File: config.mk
export PLATFORM = sky130hd
export DESIGN_NAME = hdlc_deframer_with_fcs16_check_top
export DESIGN_NICKNAME = d
export VERILOG_FILES = /design/src/sv/hdlc_dfr_pkg.sv /design/src/sv/hdlc_dfr_front.sv /design/src/sv/hdlc_dfr_back.sv /design/src/sv/hdlc_deframer_with_fcs16_check_top.sv
export SDC_FILE = /design/constraint.sdc
export NUM_CORES = 1
export LEC_CHECK = 0
export ABC_AREA = 1
export BUFFER_PORTS_ARGS = -buffer_cell sky130_fd_sc_hd__buf_4
export CELL_PAD_IN_SITES_DETAIL_PLACEMENT = 1
export CELL_PAD_IN_SITES_GLOBAL_PLACEMENT = 2
export CORE_AREA = 2 2 188 227
export CTS_BUF_LIST = sky130_fd_sc_hd__clkbuf_16
export DETAILED_ROUTE_END_ITERATION = 8
export DIE_AREA = 0 0 190 229
export MAX_ROUTING_LAYER = met4
export PLACE_DENSITY_LB_ADDON = 0.05
export SETUP_SLACK_MARGIN = 0.5
export SLEW_MARGIN = 20
export SYNTH_ARGS = -nofsm -noshare
export SYNTH_HDL_FRONTEND = slang
export SYNTH_SLANG_ARGS = --single-unit
export TNS_END_PERCENT = 50
File: constraint.sdc
create_clock -name clk -period 3.84 [get_ports clk]
set_clock_uncertainty 0.05 [all_clocks]
set_input_delay 0.192 -clock clk [delete_from_list [all_inputs] [get_ports clk]]
set_output_delay 0.192 -clock clk [all_outputs]
set_load 0.1 [all_outputs]
File: src/sv/hdlc_dfr_pkg.sv
// ----------------------------------------------------------------------------
// HDLC deframer package
// Shared types, byte codes, queue sizes and the FCS-16 step function.
// ----------------------------------------------------------------------------
package hdlc_dfr_pkg;

    localparam int unsigned LEN_W     = 12;
    localparam int unsigned MAX_FRAME = 4095;

    localparam logic [7:0]  FLAG_BYTE = 8'h7E;
    localparam logic [7:0]  ESC_BYTE  = 8'h7D;
    localparam logic [7:0]  ESC_XOR   = 8'h20;

    localparam logic [15:0] FCS_INIT  = 16'hFFFF;
    localparam logic [15:0] FCS_GOOD  = 16'hF0B8;
    localparam logic [15:0] FCS_POLY  = 16'h8408;

    // Result kinds.
    localparam logic [1:0]  KIND_DATA = 2'd0;
    localparam logic [1:0]  KIND_END  = 2'd1;
    localparam logic [1:0]  KIND_DROP = 2'd2;

    // Configuration register indexes.
    localparam logic        REG_MIN_LEN = 1'b0;
    localparam logic        REG_MAX_LEN = 1'b1;

    // Queue between the classifier and the frame engine.
    localparam int unsigned TOK_DEPTH = 4;
    localparam int unsigned TOK_PTR_W = $clog2(TOK_DEPTH);
    localparam int unsigned TOK_CNT_W = $clog2(TOK_DEPTH + 1);

    // Result queue at the output.
    localparam int unsigned RES_DEPTH = 4;
    localparam int unsigned RES_PTR_W = $clog2(RES_DEPTH);
    localparam int unsigned RES_CNT_W = $clog2(RES_DEPTH + 1);

    // One classified line byte.
    typedef struct packed {
        logic       is_flag;
        logic       is_esc;
        logic [7:0] value;
    } tok_t;

    // One result word.
    typedef struct packed {
        logic [1:0]       kind;
        logic [7:0]       data_byte;
        logic [LEN_W-1:0] frame_len;
        logic             crc_ok;
    } res_t;

    // PPP FCS-16 over one byte, LSB first.
    function automatic logic [15:0] fcs_update(input logic [15:0] fcs,
                                               input logic [7:0]  b);
        logic [15:0] f;
        f = fcs ^ {8'h00, b};
        for (int i = 0; i < 8; i++) begin
            if (f[0])
            begin
                f = (f >> 1) ^ FCS_POLY;
            end
            else
            begin
                f = f >> 1;
            end
        end
        return f;
    endfunction

endpackage

File: src/sv/hdlc_dfr_front.sv
// ----------------------------------------------------------------------------
// HDLC deframer front end
// Accepts raw line bytes, marks flags and escapes, and queues them.
// ----------------------------------------------------------------------------
module hdlc_dfr_front
(
    input  logic                clk,
    input  logic                rst_n,
    input  logic                push,
    output logic                full,
    input  logic [7:0]          rx_byte,
    output logic                tok_valid,
    output hdlc_dfr_pkg::tok_t  tok,
    input  logic                tok_take
);
    import hdlc_dfr_pkg::*;

    tok_t                 mem_reg [TOK_DEPTH];
    logic [TOK_PTR_W-1:0] wr_ptr_reg, wr_ptr_next;
    logic [TOK_PTR_W-1:0] rd_ptr_reg, rd_ptr_next;
    logic [TOK_CNT_W-1:0] cnt_reg, cnt_next;
    logic                 do_push;
    logic                 do_pop;
    tok_t                 tok_in;

    always_comb
    begin
        tok_in.is_flag = (rx_byte == FLAG_BYTE);
        tok_in.is_esc  = (rx_byte == ESC_BYTE);
        tok_in.value   = rx_byte;

        full      = (cnt_reg == TOK_CNT_W'(TOK_DEPTH));
        tok_valid = (cnt_reg != '0);
        tok       = mem_reg[rd_ptr_reg];

        do_push = push && !full;
        do_pop  = tok_valid && tok_take;

        wr_ptr_next = do_push ? wr_ptr_reg + 1'b1 : wr_ptr_reg;
        rd_ptr_next = do_pop  ? rd_ptr_reg + 1'b1 : rd_ptr_reg;
        cnt_next    = cnt_reg;
        if (do_push && !do_pop)
        begin
            cnt_next = cnt_reg + 1'b1;
        end
        else if (do_pop && !do_push)
        begin
            cnt_next = cnt_reg - 1'b1;
        end
    end

    always_ff @(posedge clk)
    begin
        if (do_push)
        begin
            mem_reg[wr_ptr_reg] <= tok_in;
        end
    end

    always_ff @(posedge clk or negedge rst_n)
    begin
        if (!rst_n)
        begin
            wr_ptr_reg <= '0;
            rd_ptr_reg <= '0;
            cnt_reg    <= '0;
        end
        else
        begin
            wr_ptr_reg <= wr_ptr_next;
            rd_ptr_reg <= rd_ptr_next;
            cnt_reg    <= cnt_next;
        end
    end

endmodule

File: src/sv/hdlc_dfr_back.sv
// ----------------------------------------------------------------------------
// HDLC deframer back end
// Runs the frame state machine, FCS and delay line, and queues results.
// ----------------------------------------------------------------------------
module hdlc_dfr_back
(
    input  logic                                clk,
    input  logic                                rst_n,
    input  logic                                tok_valid,
    input  hdlc_dfr_pkg::tok_t                  tok,
    output logic                                tok_take,
    input  logic [hdlc_dfr_pkg::LEN_W-1:0]      min_len,
    input  logic [hdlc_dfr_pkg::LEN_W-1:0]      max_len,
    output logic                                empty,
    input  logic                                pop,
    output hdlc_dfr_pkg::res_t                  res
);
    import hdlc_dfr_pkg::*;

    localparam logic [1:0] PH_HUNT  = 2'd0;
    localparam logic [1:0] PH_FRAME = 2'd1;
    localparam logic [1:0] PH_ESC   = 2'd2;

    logic [1:0]       phase_reg, phase_next;
    logic [LEN_W-1:0] count_reg, count_next;
    logic [15:0]      fcs_reg, fcs_next;
    logic [7:0]       dly0_reg, dly0_next;
    logic [7:0]       dly1_reg, dly1_next;

    res_t                 mem_reg [RES_DEPTH];
    logic [RES_PTR_W-1:0] wr_ptr_reg, wr_ptr_next;
    logic [RES_PTR_W-1:0] rd_ptr_reg, rd_ptr_next;
    logic [RES_CNT_W-1:0] cnt_reg, cnt_next;
    logic                 res_full;
    logic                 do_push;
    logic                 do_pop;

    logic             gen_valid;
    res_t             gen_res;
    logic [LEN_W-1:0] limit;
    logic [LEN_W-1:0] need;
    logic [7:0]       sbyte;
    logic             store;

    always_comb
    begin
        limit = (max_len > LEN_W'(MAX_FRAME)) ? LEN_W'(MAX_FRAME) : max_len;
        need  = (min_len < LEN_W'(2)) ? LEN_W'(2) : min_len;

        phase_next = phase_reg;
        count_next = count_reg;
        fcs_next   = fcs_reg;
        dly0_next  = dly0_reg;
        dly1_next  = dly1_reg;
        gen_valid  = 1'b0;
        gen_res    = '0;
        store      = 1'b0;
        sbyte      = tok.value;

        case (phase_reg)
            PH_FRAME:
            begin
                if (tok.is_esc)
                begin
                    phase_next = PH_ESC;
                end
                else if (tok.is_flag)
                begin
                    phase_next = PH_HUNT;
                    count_next = '0;
                    gen_valid  = 1'b1;
                    if (count_reg < need)
                    begin
                        gen_res.kind = KIND_DROP;
                    end
                    else
                    begin
                        gen_res.kind      = KIND_END;
                        gen_res.frame_len = count_reg - LEN_W'(2);
                        gen_res.crc_ok    = (fcs_reg == FCS_GOOD);
                    end
                end
                else
                begin
                    store = 1'b1;
                end
            end
            PH_ESC:
            begin
                if (tok.is_esc || tok.is_flag)
                begin
                    phase_next   = PH_HUNT;
                    count_next   = '0;
                    gen_valid    = 1'b1;
                    gen_res.kind = KIND_DROP;
                end
                else
                begin
                    store = 1'b1;
                    sbyte = tok.value ^ ESC_XOR;
                end
            end
            default:
            begin
                phase_next = PH_HUNT;
                if (tok.is_flag)
                begin
                    phase_next = PH_FRAME;
                    count_next = '0;
                    fcs_next   = FCS_INIT;
                    dly0_next  = '0;
                    dly1_next  = '0;
                end
            end
        endcase

        if (store)
        begin
            if (count_reg >= limit)
            begin
                // Frame too long: drop this byte and the frame.
                phase_next   = PH_HUNT;
                count_next   = '0;
                gen_valid    = 1'b1;
                gen_res.kind = KIND_DROP;
            end
            else
            begin
                fcs_next   = fcs_update(fcs_reg, sbyte);
                dly0_next  = dly1_reg;
                dly1_next  = sbyte;
                count_next = count_reg + 1'b1;
                phase_next = PH_FRAME;
                if (count_reg >= LEN_W'(2))
                begin
                    gen_valid         = 1'b1;
                    gen_res.kind      = KIND_DATA;
                    gen_res.data_byte = dly0_reg;
                end
            end
        end
    end

    // Result queue.
    always_comb
    begin
        res_full = (cnt_reg == RES_CNT_W'(RES_DEPTH));
        empty    = (cnt_reg == '0);
        res      = mem_reg[rd_ptr_reg];
        tok_take = tok_valid && !res_full;

        do_push = tok_take && gen_valid;
        do_pop  = pop && !empty;

        wr_ptr_next = do_push ? wr_ptr_reg + 1'b1 : wr_ptr_reg;
        rd_ptr_next = do_pop  ? rd_ptr_reg + 1'b1 : rd_ptr_reg;
        cnt_next    = cnt_reg;
        if (do_push && !do_pop)
        begin
            cnt_next = cnt_reg + 1'b1;
        end
        else if (do_pop && !do_push)
        begin
            cnt_next = cnt_reg - 1'b1;
        end
    end

    always_ff @(posedge clk)
    begin
        if (do_push)
        begin
            mem_reg[wr_ptr_reg] <= gen_res;
        end
    end

    always_ff @(posedge clk or negedge rst_n)
    begin
        if (!rst_n)
        begin
            phase_reg  <= PH_HUNT;
            count_reg  <= '0;
            fcs_reg    <= FCS_INIT;
            dly0_reg   <= '0;
            dly1_reg   <= '0;
            wr_ptr_reg <= '0;
            rd_ptr_reg <= '0;
            cnt_reg    <= '0;
        end
        else
        begin
            if (tok_take)
            begin
                phase_reg <= phase_next;
                count_reg <= count_next;
                fcs_reg   <= fcs_next;
                dly0_reg  <= dly0_next;
                dly1_reg  <= dly1_next;
            end
            wr_ptr_reg <= wr_ptr_next;
            rd_ptr_reg <= rd_ptr_next;
            cnt_reg    <= cnt_next;
        end
    end

endmodule

File: src/sv/hdlc_deframer_with_fcs16_check_top.sv
// ----------------------------------------------------------------------------
// HDLC deframer with FCS-16 check
// Removes flags and byte stuffing from a PPP/HDLC line stream, holds back the
// FCS, and reports payload bytes and a frame end or discard per frame.
// ----------------------------------------------------------------------------
//
//   Channel   Handshake          Payload
//   -------   ----------------   ----------------------------------------
//   input     push / full        rx_byte
//   result    empty / pop        kind, data_byte, frame_len, crc_ok
//   config    cfg_we             cfg_addr (0 min_len, 1 max_len), cfg_wdata
//
// The block takes one line word per clock cycle while full is low. A word is
// written into a four-entry word queue, is handled combinationally by the frame
// engine as it leaves that queue, and any result it makes is written into a
// four-entry result queue, from which it can be popped.
// Reset returns the engine to flag hunting with an empty delay line, empties
// both queues, and sets min_len to 2 and max_len to 4095.
// When the result queue fills, the engine stops taking words; the word queue
// keeps absorbing input until it fills too, and only then is full raised.
//
module hdlc_deframer_with_fcs16_check_top
(
    input  logic                           clk,
    input  logic                           rst_n,
    input  logic                           push,
    output logic                           full,
    input  logic [7:0]                     rx_byte,
    output logic                           empty,
    input  logic                           pop,
    output logic [1:0]                     kind,
    output logic [7:0]                     data_byte,
    output logic [hdlc_dfr_pkg::LEN_W-1:0] frame_len,
    output logic                           crc_ok,
    input  logic                           cfg_we,
    input  logic                           cfg_addr,
    input  logic [hdlc_dfr_pkg::LEN_W-1:0] cfg_wdata
);
    import hdlc_dfr_pkg::*;

    // Configuration registers; the user must write them only while the block is idle (not enforced).
    logic [LEN_W-1:0] min_len_reg, min_len_next;
    logic [LEN_W-1:0] max_len_reg, max_len_next;

    logic tok_valid;
    tok_t tok;
    logic tok_take;
    res_t res;

    always_comb
    begin
        min_len_next = min_len_reg;
        max_len_next = max_len_reg;
        if (cfg_we)
        begin
            case (cfg_addr)
                REG_MIN_LEN: min_len_next = cfg_wdata;
                REG_MAX_LEN: max_len_next = cfg_wdata;
                default:     min_len_next = min_len_reg;
            endcase
        end
    end

    always_ff @(posedge clk or negedge rst_n)
    begin
        if (!rst_n)
        begin
            min_len_reg <= LEN_W'(2);
            max_len_reg <= LEN_W'(4095);
        end
        else
        begin
            min_len_reg <= min_len_next;
            max_len_reg <= max_len_next;
        end
    end

    // The front end marks flag and escape words and queues every word.
    hdlc_dfr_front u_front
    (
        .clk       (clk),
        .rst_n     (rst_n),
        .push      (push),
        .full      (full),
        .rx_byte   (rx_byte),
        .tok_valid (tok_valid),
        .tok       (tok),
        .tok_take  (tok_take)
    );

    // The back end runs the frame state, FCS and two-word delay line.
    hdlc_dfr_back u_back
    (
        .clk       (clk),
        .rst_n     (rst_n),
        .tok_valid (tok_valid),
        .tok       (tok),
        .tok_take  (tok_take),
        .min_len   (min_len_reg),
        .max_len   (max_len_reg),
        .empty     (empty),
        .pop       (pop),
        .res       (res)
    );

    assign kind      = res.kind;
    assign data_byte = res.data_byte;
    assign frame_len = res.frame_len;
    assign crc_ok    = res.crc_ok;

endmodule
== After elaboration in Yosys (flattened, before gate mapping) ==
Memory sizes are Yosys's and may differ from the RTL's.
Cells that the tools add are included.

* Bits in registers: 84
* Bits in writable memories: 132
* Input port bits: 26
* Output and inout bits: 25
* Word-level logic and storage cells: 160
* Memories kept: 2

* $add $sub $neg: 10
* Order comparisons: 5
* Equal/unequal tests: 10
* Multiplexer cells: 83
* Bitwise gates (word level): 11
* Reduce and logical (&&, ||, !) cells: 26

{| class="wikitable"
|+ Memory list
! name !! depth !! width !! read ports !! clocked after Yosys merged registers in !! write ports !! line !! source
|-
| u_back.mem_reg || 4 || 23 || 1 || 0 || 1 || hdlc_dfr_back.sv:30 || <nowiki>res_t mem_reg [RES_DEPTH];</nowiki>
|-
| u_front.mem_reg || 4 || 10 || 1 || 0 || 1 || hdlc_dfr_front.sv:18 || <nowiki>tok_t mem_reg [TOK_DEPTH];</nowiki>
|}

{| class="wikitable"
|+ Operators with widths
! operator !! number
|-
| $mux 16 || 26
|-
| $mux 12 || 7
|-
| $mux 8 || 9
|-
| $mux 13 || 4
|-
| $not 2->3 || 8
|-
| $pmux 12 s2 || 1
|-
| $mux 10 || 2
|-
| $mux 2 || 9
|-
| $eq 16x16->1 const B || 1
|-
| $eq 8x7->1 const B || 2
|-
| $xor 16x8->16 || 1
|-
| $mux 1 || 15
|-
| $add 12x1->12 const B || 1
|-
| $ge 12x12->1 || 1
|-
| $ge 12x2->1 const B || 1
|-
| $gt 12x12->1 const B || 1
|-
| $lt 12x12->1 || 1
|-
| $lt 12x2->1 const B || 1
|-
| $mux 3 || 4
|-
| $mux 6 || 2
|-
| $sub 12x2->12 const B || 1
|-
| $logic_and 1x1->1 || 9
|-
| $add 2x1->2 const B || 4
|-
| $pmux 2 s2 || 2
|-
| 18 further kinds || 32
|}

== Depth between registers and ports, before layout ==
Gate-level depths: netlist of the first run.
An unclocked memory read counts as a cell.

* Depth after elaboration: 37
* Depth in mapped cells: 19
* Gate-level depth less buffers: 18

== By module ==
From an unflattened synthesis of the first run, not the netlist that was laid out.

* Cell total of the unflattened synthesis: 1056
* Area total of the unflattened synthesis: 10483.8 µm²

{| class="wikitable"
|+ By module, submodules not included
! module !! times used !! cells each !! area an instance (µm²) !! seq. area each (µm²)
|-
| hdlc_dfr_back || 1 || 765 || 7405.9 || 4108.9
|-
| hdlc_dfr_front || 1 || 185 || 2098.3 || 1376.3
|-
| hdlc_deframer_with_fcs16_check_top || 1 || 106 || 979.7 || 616.8
|}

== Worst setup path after synthesis of the first run ==
OpenSTA, ideal clock, no wires.

* Kind: register to register
* From: reg u_front.cnt_reg[0]
* To: reg u_front.cnt_reg[1]
* Library setup time: 0.125 ns
* Arrival: 3.975 ns
* Data required time: 3.665 ns
* Setup slack: -0.310 ns
* Stages on the path, launching flop included: 7
* Buffers on the path: 0
* Period minus slack after synthesis: 4.150 ns
* Cell sequence: dfrtp_1 > nor3_1 > nor2_1 > ha_1 > inv_1 > fa_1 > mux2_2

* Elaborated cells on any way between the ends: 15
* Classes of those cells: add/sub: 2; eq/ne: 1; mux: 2; reduce/logical: 10

{| class="wikitable"
|+ RTL lines
! what !! line !! source
|-
| start, declared || hdlc_dfr_front.sv:21 || <nowiki>logic [TOK_CNT_W-1:0] cnt_reg, cnt_next;</nowiki>
|-
| start signal, assigned || hdlc_dfr_front.sv:72 || <nowiki>cnt_reg <= cnt_next;</nowiki>
|-
| $eq 3x3->1 || hdlc_dfr_front.sv:32 || <nowiki>full = (cnt_reg == TOK_CNT_W'(TOK_DEPTH));</nowiki>
|-
| via full || hdlc_deframer_with_fcs16_check_top.sv:27 || <nowiki>output logic full,</nowiki>
|-
| $logic_not 1->1 || hdlc_dfr_front.sv:36 || <nowiki>do_push = push && !full;</nowiki>
|-
| $logic_and 1x1->1 || hdlc_dfr_front.sv:36 ||
|-
| via u_front.do_push || hdlc_dfr_front.sv:22 || <nowiki>logic do_push;</nowiki>
|-
| $logic_and 1x1->1 || hdlc_dfr_front.sv:42 || <nowiki>if (do_push && !do_pop)</nowiki>
|-
| $mux 3 || hdlc_dfr_front.sv:42 ||
|-
| via u_front.cnt_next[1] || hdlc_dfr_front.sv:21 ||
|}

The timed path passes the listed nets, and every way through them passes these cells. The select of a mux whose other input is x is not followed.
A chain may end at the register's enable or synchronous reset.

== Worst setup path after layout of the first run ==
* From: reg u_front.rd_ptr_reg[0]
* To: reg u_back.cnt_reg[1]

* Elaborated cells on any way between the ends: 19
* Classes of those cells: mux: 12; reduce/logical: 6; memory: 1

{| class="wikitable"
|+ RTL lines
! what !! line !! source
|-
| start, declared || hdlc_dfr_front.sv:20 || <nowiki>logic [TOK_PTR_W-1:0] rd_ptr_reg, rd_ptr_next;</nowiki>
|-
| start signal, assigned || hdlc_dfr_front.sv:71 || <nowiki>rd_ptr_reg <= rd_ptr_next;</nowiki>
|-
| $mem_v2 4x10 (*) || - ||
|-
| $mux 1 or $logic_or 1x1->1 (tied branches) || hdlc_dfr_back.sv:67, hdlc_dfr_back.sv:90 ||
|-
| $mux 1 (on tied branches) || hdlc_dfr_back.sv:63, hdlc_dfr_back.sv:90 ||
|-
| $pmux 1 s2 || hdlc_dfr_back.sv:60 || <nowiki>case (phase_reg)</nowiki>
|-
| $mux 1 || hdlc_dfr_back.sv:134 || <nowiki>if (count_reg >= LEN_W'(2))</nowiki>
|-
| $mux 1 || hdlc_dfr_back.sv:119 || <nowiki>if (count_reg >= limit)</nowiki>
|-
| $mux 1 (*) || hdlc_dfr_back.sv:117 || <nowiki>if (store)</nowiki>
|-
| $logic_and 1x1->1 (*) || hdlc_dfr_back.sv:152 || <nowiki>do_push = tok_take && gen_valid;</nowiki>
|-
| via u_back.do_push || hdlc_dfr_back.sv:35 || <nowiki>logic do_push;</nowiki>
|-
| $logic_and 1x1->1 (*) || hdlc_dfr_back.sv:158 || <nowiki>if (do_push && !do_pop)</nowiki>
|-
| $mux 3 (*) || hdlc_dfr_back.sv:158 ||
|-
| via u_back.cnt_next[1] || hdlc_dfr_back.sv:33 || <nowiki>logic [RES_CNT_W-1:0] cnt_reg, cnt_next;</nowiki>
|-
| end signal, assigned || hdlc_dfr_back.sv:201 || <nowiki>cnt_reg <= cnt_next;</nowiki>
|-
| end, declared || hdlc_dfr_back.sv:33 ||
|}

Mark *: on every way through the listed nets, which the timed path passes. The rest lies on a longest branch.

==> summary.txt, run 1 <==
Yosys warning count: 0
final std cells w/o fill: 1693
width of the chip: 190 um
diode count: 0
part of the Yosys area used for sequential elements: 59.5%
Tmin final: 3.06 ns
Layout area overhead: 20.3%
Pint: 5.29 mW
Tot Pwr: 9.82 mW
simple-gate portion of the synthesized area: 18.0%
antenna-violating nets left: 0
CORE AREA: 0.0413 mm^2
Post-Synth XOR/XNOR Area: 2.28%
main combinational cell family by area after synthesis: simple AND/OR/NAND/NOR gates
Placer Congestion: 0.733
port bufs: 50
Ports: 51
Slew HR: 31.2%
Mapped Area: 0.0102 mm^2
Synth Instances: 1039
die area: 0.0435 mm^2
Synth cell types: 42
first-pass GRT wire length: 45300 um
TritonRoute pass-1 iters: 4
cells along the critical path: inv_2 > nand2_1 > nand3_1 > nand2_1 > nand2_2 > a21oi_2 > nand2_4 > clkinv_2 > o21ai_4 > nand3_2 > nand2_2 > inv_2 > ha_1 > inv_1 > fa_1 > mux2_2
Synth Area in Adders: 5.15%
Clock Path Buffers: 3
P_sw: 4.53 mW
multiplexer share of the synthesized area: 0.220%
Starting Density: 24.8%
Comb pwr share: 45.1%
worst-path maximum fanout: 10
num rows: 82
WL per Instance: 16.7 um
fin util: 29.8%
Clock Latency Late Sink: 0.54 ns
Final WS setup: 0.782 ns
CP max stage delay: 0.44 ns
final hold viol count: 0
CP max-delay cell: dfrtp_1
Vias per Instance: 4.29
placed cell area: 0.0113 mm^2
Nets: 1196
number of global-route vias before repair: 7792
number of flip-flops in the largest register: 92
Avg Cell Area, Syn: 9.87 um^2
# placed instances: 1624
Total Wirelength: 28300 um
initial DRC count: 265
FMAX: 327 MHz
H-tree level count: 1
dpl hpwl: 19600 um
worst path required time: 4.21 ns
complex-gate fraction of the synthesized area: 8.63%
Min Hold Slack: 0.249 ns
power density cells: 796 mW/mm^2
Die H: 229 um
Max VDD drop: 534 uV
CTS root buf: clkbuf_16
Flop pwr share: 32.1%
post-route cell area: 0.0123 mm^2
pre-CTS setup slack: 0.675 ns
Final setup violation count: 0
reg2reg start: u_front.rd_ptr_reg[0]
Setup TNS: 0 ns
Clk pwr share: 22.8%
post-CTS setup repair buffer count: 0
pin count of the biggest net entering global routing: 58
Post-synth top flop: edfxtp_1
# DRC: 0
asr flop ratio synth: 38.9%
Slew @ Worst Pin: 1.03 ns
CTS Sinks: 216
Hold WC Path Type: in -> async
status: complete, no violations
Critical Path AT: 3.43 ns
Max Cap Viol: 0
Setup crit start: u_front.rd_ptr_reg[0]
startpoint types: register
Synth Net Count: 1106
Tcrit/Tclk final: 79.6%
Worst Setup Path Type: reg -> reg
share of layout cells above drive strength 1: 14.8%
Tot GR Track Use: 13.7%
Final Max Tran Viols: 0
GRT overflow: 0
CTS tree: done
CTS clk-pin slew, worst paths: 0.06 ns
initial antenna violation count: 0
switch share: 46.2%
CTS buffer count: 26
EDFF count, synth: 132
via count: 7258
Setup crit end kind: register
Leak Pwr: 5.15 nW
number of synthesized register bits: 216
RSZ-0062 raised after global routing: true
-- Yosys cell counts, types with 5 or more instances --
| cell type | n | area share [%] |
|---|---|---|
| a21oi_1 | 34 | 1.7 |
| o22ai_1 | 24 | 1.5 |
| dfrtp_1 | 55 | 13 |
| clkbuf_1 | 20 | 0.73 |
| nor3b_1 | 9 | 0.66 |
| xor2_1 | 15 | 1.3 |
| nand3_1 | 55 | 2.7 |
| buf_2 | 8 | 0.39 |
| nand2_2 | 5 | 0.31 |
| edfxtp_1 | 132 | 39 |
| nor3_1 | 11 | 0.54 |
| inv_1 | 116 | 4.2 |
| nor4_1 | 6 | 0.37 |
| nand2_1 | 229 | 8.4 |
| o21ai_1 | 14 | 0.68 |
| nand4_1 | 9 | 0.55 |
| o21ai_0 | 83 | 4.1 |
| dfstp_2 | 29 | 7.4 |
| xnor2_1 | 8 | 0.68 |
| nor2_1 | 100 | 3.7 |
| ha_1 | 39 | 4.8 |
-- cell families (layout without fill, tap and decap cells) --
| logic type | Yosys count | after routing |
|---|---|---|
| simple gates | 434 | 434 |
| flops | 216 | 216 |
| compound gates | 165 | 165 |
| buf+inv | 156 | 264 |
| fa+ha+maj | 41 | 41 |
| xor+xnor | 25 | 25 |
| mux | 2 | 2 |
-- layer usage --
metal | up-vias | GRT usage (%) | wire length, um
met5 | - | - | 0
met1 | 3511 | 17.4 | 13100
met2 | 71 | 23.1 | 13900
met3 | 31 | 1.87 | 796
li1 | 3645 | - | -
met4 | 0 | 3.37 | 490
-- placed cells by master (no fill, tap or decap), types with 3 or more instances in the layout --
cell type	synthesis	layout
nor3b_1	9	9
xnor2_1	8	8
or2_2	3	3
inv_2	4	4
o21ai_0	83	83
ha_1	39	39
o22ai_1	24	24
nand3_1	55	55
dlygate4sd3_1	0	23
clkinv_2	2	6
nor2_2	1	6
nand4_1	9	9
dfstp_2	29	29
dfrtp_1	55	55
o21ai_1	14	14
clkinv_1	0	7
inv_1	116	121
edfxtp_1	132	132
nor2_1	100	95
xor2_1	15	15
nand2_1	229	229
a21oi_1	34	34
nand2_2	5	5
nor4_1	6	6
buf_4	2	73
clkbuf_16	0	27
nor3_1	11	9
-- path summary, 6_finish.rpt --
kind | to | slack [ns] | cells after the start
setup / recovery | u_back.cnt_reg[1] | 0.78 | 16
hold / removal | min_len_reg[7] | 0.25 | 2
setup reg to reg | u_back.cnt_reg[1] | 0.78 | 16
hold reg to reg | u_back.dly0_reg[5] | 0.42 | 2
max in group asynchronous | u_back.fcs_reg[7] | 2.50 | 3
min in group clk | min_len_reg[1] | 0.35 | 4
-- worst max-delay path, delay by kind of cell, from the launching register on --
family,cells,cell delay (ns)
mux,1,0.26
flops,1,0.44
compound gates,2,0.26
simple gates,7,0.81
fa+ha+maj,2,0.59
buf+inv,4,0.52
-- what timing repair did --
item	4_1_cts	5_1_grt
gates resized for setup	0	1
hold endpoints to repair	95	0
endpoints found under the setup margin	0	2
hold buffers	23	0
-- power by group through the flow --
stage	registers [mW]	logic [mW]	clock network, mW
after detailed placement	3.20	4.54	0
after CTS	3.16	4.57	2.34
after global placement	3.20	4.54	0
after global routing	3.21	4.94	2.43
after floorplan	3.13	3.39	0
final	3.15	4.43	2.24
-- final cells by class --
cell class / instances / area (um^2)
Fill cell: 4702 / 29000
Sequential cell: 216 / 6100
Multi-Input combinational cell: 667 / 3540
Timing Repair Buffer: 96 / 778
Tap cell: 546 / 683
Clock buffer: 27 / 676
Inverter: 122 / 460
Clock inverter: 19 / 90.1
Power figures use the tool's default switching activity.
==> inputs of run 2 (changes only) <==
- clock period: 3.84 -> 3.05 ns (I/O delays scaled with it)
==> run 2 against run 1 <==
  * Utilization is 2.4 points higher
  * Setup slack worse by 0.48 ns
  * Maximum frequency rose by 11%
  * Cell count increased by 3.0%
  * Global-route usage grew 0.16 points
  * Clock power up 32%
  * Die area is the same
  * Clock-buffer cell count shrank 2
  * Non-clock buffer count grew 50
  * Critical path depth unchanged
  * Cell area grew 8.2%
  * Largest cell class unchanged
  * Largest power group unchanged
==> summary.txt, run 2 (synthesis gave the netlist of run 1 again) <==
startpoint types: register
CP Buf/Inv Count: 4
Starting Density: 24.8%
Clock Path Buffers: 3
Tot GR Track Use: 13.9%
share of layout cells above drive strength 1: 21.7%
commonest non-fill, non-tap cell in the layout: nand2_1
initial antenna violation count: 0
power density cells: 985 mW/mm^2
number of global-route vias before repair: 7889
Worst Setup Path Type: reg -> reg
GRT overflow: 0
status: complete, no violations
Max VDD drop: 620 uV
Sequential cell area: 0.00610 mm^2
most frequent cells in the layout: nand2_1, edfxtp_1, inv_1, buf_4, nor2_1
CP max-delay cell: dfstp_2
number of flip-flops in the largest register: 92
Final Max Tran Viols: 0
Tcrit/Tclk final: 90.0%
Clock Latency Late Sink: 0.54 ns
worst path required time: 3.42 ns
Slew HR: 51.5%
Min Hold Slack: 0.143 ns
first-pass GRT wire length: 45900 um
Critical Path AT: 3.11 ns
Hold WC Path Type: in -> async
Setup crit end kind: register
Layout area overhead: 30.2%
CP max stage delay: 0.54 ns
antenna-violating nets left: 0
H-tree level count: 1
dpl hpwl: 19500 um
FMAX: 364 MHz
port bufs: 50
pre-CTS setup slack: 0.160 ns
diode count: 0
CTS tree: done
Filler cells: 4600
CTS Sinks: 216
CTS root buf: clkbuf_16
CTS clk-pin slew, worst paths: 0.06 ns
initial DRC count: 193
Final setup violation count: 0
CORE AREA: 0.0413 mm^2
Max Cap Viol: 0
placed cell area: 0.0116 mm^2
Setup TNS: 0 ns
Nets: 1245
via count: 7502
Leak Pwr: 5.58 nW
Slew @ Worst Pin: 0.726 ns
die area: 0.0435 mm^2
RSZ-0062 raised after global routing: true
Total Wirelength: 29300 um
Multi-input gate area: 0.00378 mm^2
worst-path maximum fanout: 2
CP delay by family, top: adder cells
Final WS setup: 0.306 ns
CTS buffer count: 25
width of the chip: 190 um
TritonRoute pass-1 iters: 4
num rows: 82
post-route cell area: 0.0133 mm^2
Vias per Instance: 4.30
fin util: 32.3%
Die H: 229 um
pin count of the biggest net entering global routing: 48
Tmin final: 2.74 ns
Placer Congestion: 0.727
final hold viol count: 0
# DRC: 0
WL per Instance: 16.8 um
Ports: 51
cells along the critical path: inv_2 > ha_4 > nand2_1 > inv_1 > nor2_1 > o21ai_1 > nand2_1 > nand4_1 > nand2_4 > nand3_4 > nand2_4 > inv_4 > ha_4 > inv_4 > fa_2 > mux2_4
[run 2: cell types whose count changed in the layout (fill, tap and decap cells not counted), moves of 7 or more]
cell | previous run | this run
inv_2 | 4 | 11
nand2_1 | 229 | 220
ha_4 | 0 | 8
inv_1 | 121 | 114
ha_1 | 39 | 31
buf_12 | 0 | 11
buf_4 | 73 | 99
[run 2: routing by layer]
metal	GRT usage [%]	routed length [um]
met1	17.6	13500
met2	23.7	14600
met3	1.75	735
met4	3.20	484
met5	-	0
[run 2: final timing paths]
check                                   start                  to  slack (ns)  cells past startpoint
max                            max_len_reg[5]   u_back.cnt_reg[1]        0.31                     16
min                                     rst_n      min_len_reg[4]        0.14                      2
max reg2reg                    max_len_reg[5]   u_back.cnt_reg[1]        0.31                     16
min reg2reg                u_back.dly0_reg[5]  u_back.dly0_reg[5]        0.42                      2
max in group asynchronous               rst_n  u_back.fcs_reg[13]        2.09                      3
min in group clk                       cfg_we      max_len_reg[2]        0.31                      4
[run 2: area by class of cell]
cell class / count / share of cell area (%)
multi-input cells: 667 / 28.4
flip-flops and latches: 216 / 45.7
well taps: 546 / 5.12
repair buffers: 146 / 11.2
inverters: 122 / 3.56
clock inverters: 21 / 1.31
clock buffers: 25 / 4.69
[run 2: report_power, final]
group | switching (mW) | internal (mW)
Combinational | 4.39 | 1.82
Clock | 1.22 | 1.74
Sequential | 0.299 | 3.68
Total | 5.91 | 7.24
[run 2: stage by stage]
step	instances	power, mW
finish	1743	13.1
floorplan	1039	8.27
global placement	1639	9.92
detailed placement	1639	9.94
global route	1743	14.1
CTS	1722	13.1
[run 2: repair_timing]
action	in CTS	in global routing
pin swaps	19	20
cloned	7	4
gates resized for setup	28	39
hold buffers	23	0
hold endpoints to repair	91	0
setup endpoints to repair	156	204
setup buffers	7	17
